$ cat src/design/lzw_pkg.sv
// ----------------------------------------------------------------------------
// LZW decoder package
// Shared constants and types for the LZW code decoder.
// ----------------------------------------------------------------------------
package lzw_pkg;

  localparam int DictEntries = 3840;
  localparam int MaxLen      = 32;
  localparam int Literals    = 128;

  localparam int CodeW  = 12;
  localparam int CharW  = $clog2(Literals);
  localparam int OutW   = 7;
  localparam int IdxW   = $clog2(DictEntries);
  localparam int PosW   = $clog2(MaxLen);
  localparam int LenW   = $clog2(MaxLen + 1);
  localparam int AddrW  = IdxW + PosW;
  localparam int MemDepth = DictEntries * MaxLen;

  typedef struct packed {
    logic             load_code;   // capture code, start lookup
    logic             read_entry;  // read dictionary char at pos
    logic             emit_step;   // advance emit position
    logic             copy_step;   // copy one previous char into the new entry
    logic             finish;      // commit new previous string
  } lzw_cmd_t;

  typedef struct packed {
    logic             is_literal;
    logic             known;
    logic             prev_empty;
    logic             last_pos;
    logic             out_ready;
    logic             copy_pending;
    logic             copy_last;
  } lzw_sts_t;

endpackage

$ cat src/design/lzw_ctrl.sv
// ----------------------------------------------------------------------------
// LZW controller
// Sequences lookup, character emission and the dictionary update.
// ----------------------------------------------------------------------------
module lzw_ctrl import lzw_pkg::*; (
  input  logic     clk_i,
  input  logic     rst_ni,
  input  logic     in_valid_i,
  output logic     in_ready_o,
  output lzw_cmd_t cmd_o,
  input  lzw_sts_t sts_i
);

  typedef enum logic [5:0] {
    S_IDLE  = 6'b000001,
    S_CHECK = 6'b000010,
    S_READ  = 6'b000100,
    S_EMIT  = 6'b001000,
    S_COPY  = 6'b010000,
    S_DONE  = 6'b100000
  } state_e;

  state_e state_q, state_d;

  always_comb begin
    state_d = state_q;
    cmd_o   = '0;
    in_ready_o = (state_q == S_IDLE);
    case (state_q)
      S_IDLE: begin
        if (in_valid_i) begin
          cmd_o.load_code = 1'b1;
          state_d = S_CHECK;
        end
      end
      S_CHECK: begin
        if (sts_i.is_literal) begin
          state_d = S_EMIT;
        end else if (sts_i.known) begin
          cmd_o.read_entry = 1'b1;
          state_d = S_READ;
        end else if (sts_i.prev_empty) begin
          state_d = S_IDLE;
        end else begin
          state_d = S_EMIT;
        end
      end
      S_READ: begin
        state_d = S_EMIT;
      end
      S_EMIT: begin
        if (sts_i.out_ready) begin
          cmd_o.emit_step = 1'b1;
          if (sts_i.last_pos) begin
            if (sts_i.copy_pending) begin
              state_d = S_COPY;
            end else begin
              state_d = S_DONE;
            end
          end else if (sts_i.known) begin
            cmd_o.read_entry = 1'b1;
            state_d = S_READ;
          end
        end
      end
      S_COPY: begin
        cmd_o.copy_step = 1'b1;
        if (sts_i.copy_last) begin
          state_d = S_DONE;
        end
      end
      S_DONE: begin
        cmd_o.finish = 1'b1;
        state_d = S_IDLE;
      end
      default: state_d = S_IDLE;
    endcase
  end

  always_ff @(posedge clk_i or negedge rst_ni) begin
    if (!rst_ni) begin
      state_q <= S_IDLE;
    end else begin
      state_q <= state_d;
    end
  end

endmodule

$ cat config.mk
export PLATFORM = sky130hd
export DESIGN_NAME = lzw_ctrl
export DESIGN_NICKNAME = d
export VERILOG_FILES = /design/src/design/lzw_pkg.sv /design/src/design/lzw_ctrl.sv
export SDC_FILE = /design/constraint.sdc
export NUM_CORES = 1
export LEC_CHECK = 0
export BUFFER_PORTS_ARGS = -buffer_cell sky130_fd_sc_hd__buf_4
export CAP_MARGIN = 20
export CORE_AREA = 2 2 39 41
export CTS_BUF_LIST = sky130_fd_sc_hd__clkbuf_16
export CTS_CLUSTER_SIZE = 40
export DETAILED_ROUTE_END_ITERATION = 10
export DIE_AREA = 0 0 41 43
export GPL_ROUTABILITY_DRIVEN = 0
export GPL_TIMING_DRIVEN = 0
export PLACE_DENSITY = 0.71
export SYNTH_ARGS = -nofsm -noshare
export SYNTH_HDL_FRONTEND = slang
export SYNTH_SLANG_ARGS = --single-unit
export TNS_END_PERCENT = 100
$ cat constraint.sdc
create_clock -name clk_i -period 2.8 [get_ports clk_i]
set_input_delay 0.56 -clock clk_i [delete_from_list [all_inputs] [get_ports clk_i]]
set_output_delay 0.56 -clock clk_i [all_outputs]
set_load 0.05 [all_outputs]
==> run_results.csv <==
group,metric,value,unit
cells_and_area,final.fill_count,138,
cells_and_area,finalNetCount,79,
clock_network,clock_sinks,6,
die,die_y,43,um
setup_path,crit_family,"simple AND/OR/NAND/NOR gates",
clock_network,cts_tree,"yes",
logic_synthesis,synthesis.nets,59,
clock_network,post_cts_buffers,0,
placed_design,placed_area,616,um2
setup_path,reg2reg_to,"state_q[5]",
cells_and_area,drive_gt1_share,38.2,%
timing,hold_viol,0,
route,drc_errors,0,
timing,grt_setup_unrepaired,"false",
setup_path,r2r_start,"state_q[2]",
timing,relSlewSlack,76.7,%
hold_path,hp-class,"input pin to asynchronous set/reset pin",
setup_path,crit_path_max_fanout,7,
route,top_layer_used,"met4",
cells_and_area,areaGrowthSynthToFinish,43.8,%
logic_synthesis,ys_types,31,
global_routing,grtUsageTotal,16.5,%
pwr,ir_worst_vdd,327,uV
setup_path,reg2reg_slack,1.42,ns
cells_and_area,largest_reg_flops,6,
setup_path,crit_required,2.24,ns
route,wl_met1,547,um
setup_path,max_stage_delay,0.48,ns
clock_network,h-tree-depth,1,
clock_network,cts_inserted_buffers,3,
logic_synthesis,synth_area_per_cell,9.86,um2
cells_and_area,final_cell_mix,"buf_4, dfrtp_1",
setup_path,critPathKind,"flop to output port",
logic_synthesis,ys_ff_latch,6,
die,start_util,34.9,%
die,row_count,14,
setup_path,cp_slowest_cell,"dfrtp_1",
timing,worst_pin_slew,0.348,ns
cells_and_area,final_common_cell,"buf_4",
route,wl_met3,55,um
logic_synthesis,yosys_warnings,0,
cells_and_area,postLayoutCoreUtil,50.2,%
setup_path,ff2ff_path_depth,3,
pwr,power_leakage,0.326,nW
setup_path,crit_path_cell_trace,"nor4_4, and3b_2, and2_1, buf_4",
clock_network,root_buffer,"clkbuf_16",
route,dr_wl_met2,571,um
route,wl,1.19,mm
cells_and_area,n_antenna_cell,0,
timing,maxClockFrequency,0.451,GHz
global_routing,grt_antenna_before_repair,0,
logic_synthesis,netlist_instances,49,
setup_path,start_kind,"flop",
clock_network,cts_buffer_depth,2,
die,fp.coreArea,1380,um2
timing,skew,0.00607,ns
route,drt_iter0_markers,12,
flow_run,maxCapViolations,0,
setup_path,cp-end-kind,"output port",
route,via_per_inst,5.40,
cells_and_area,fin_area,694,um2
global_routing,first_global_vias,431,
clock_network,clk_latency,0.23,ns
timing,hold_ws,0.135,ns
clock_network,post_cts_resized,0,
route,vias,454,
setup_path,path_buf_inv,1,
die,ios,16,
pwr,p_total,0.673,mW
logic_synthesis,synth_area,483,um2
route,ant_nets,0,
clock_network,clkTransAtPathRegs,0.04,ns
route,post_drt_wl_per_cell,14.2,um
setup_path,critPathLaunch,"state_q[2]",
die,die_w,41,um
timing,setup_viol,0,
global_routing,grt_pass1_wl,1.89,mm
cells_and_area,regMostFlops,"state_q",
pwr,powerDensity,968,nW/um2
logic_synthesis,synth.yosys.seq_area_share,31.3,%
route,dr.pass1.iters,4,
timing,drv_slew,0,
setup_path,arrival,1.66,ns
timing,min_period_over_period,79.2,%
clock_network,cts_hold_buf,0,
status,status,"complete, no violations",
timing,finalCriticalPeriod,2.22,ns
global_routing,grt_overflow,0,
placed_design,portBuffers,15,
cells_and_area,largestRegisters,"state_q (6)",
global_routing,grt_max_degree,11,
die,die-area,1760,um2
timing,tns,0,ns
==> routing by layer <==
layer / up-vias / global-route usage (%)
li1: 228 / -
met1: 210 / 20.4
met2: 14 / 24.1
met3: 2 / 6.28
met4: 0 / 8.00
met5: - / 0
==> metrics by stage <==
stage	setup WS, ns	instances
finish	0.582	84
global route	0.480	84
CTS	0.573	84
detailed placement	0.830	80
global placement	0.855	80
floorplan	0.524	49
==> kinds of logic after synthesis <==
kind of cell	count (synthesis)	synth area share [%]
flops	6	31.3
simple gates	25	41.5
xor+xnor	1	1.81
compound gates	13	21.2
buf+inv	4	4.15
==> synthesized netlist by cell type (all sizes together) <==
| master | count | area share, % |
|---|---|---|
| and3b | 1 | 2.1 |
| nor2 | 3 | 2.9 |
| a2111oi | 1 | 2.1 |
| nand2b | 2 | 2.6 |
| o21bai | 2 | 3.1 |
| a21boi | 2 | 3.1 |
| inv | 2 | 1.6 |
| nor4 | 1 | 4.4 |
| nor4b | 2 | 6.7 |
| a21oi | 2 | 2.1 |
| nand4b | 2 | 3.6 |
| o21ai | 2 | 2.1 |
| xor2 | 1 | 1.8 |
| dfrtp | 5 | 26 |
| and4b | 1 | 2.1 |
| and3 | 3 | 3.9 |
| a32o | 1 | 2.1 |
| nor2b | 3 | 3.9 |
| and2 | 2 | 2.6 |
| and2b | 1 | 1.6 |
| o211ai | 1 | 1.6 |
| buf | 2 | 2.6 |
| nand4 | 2 | 2.6 |
| a221oi | 1 | 3.1 |
| nand3 | 1 | 1.0 |
| o211a | 1 | 2.1 |
| or4 | 1 | 1.6 |
| dfstp | 1 | 5.4 |
==> how the worst max path moves through the flow <==
stage,end,depth (start not counted)
final,cmd_o[4],4
after global routing,cmd_o[4],4
after CTS,cmd_o[4],4
after detailed placement,cmd_o[4],4
after global placement,cmd_o[4],4
after floorplan,cmd_o[3],4
==> report_power, final <==
group	switching (mW)	leakage (nW)	total [mW]	internal, mW
sequential	0.0309	0.0791	0.144	0.113
combinational	0.170	0.204	0.290	0.121
clock	0.0530	0.0423	0.239	0.186
==> layout make-up <==
class                      count  area (um2)  area share (%)
multi-input combinational     39         312            44.9
sequential                     6         151            21.8
timing repair buffer          15         113            16.2
clock buffer                   3        75.1            10.8
tap                           16        20.0            2.88
buffer                         2        12.5            1.80
inverter                       2        7.51            1.08
clock inverter                 1        3.75           0.541
(Power assumes the default switching activity.)
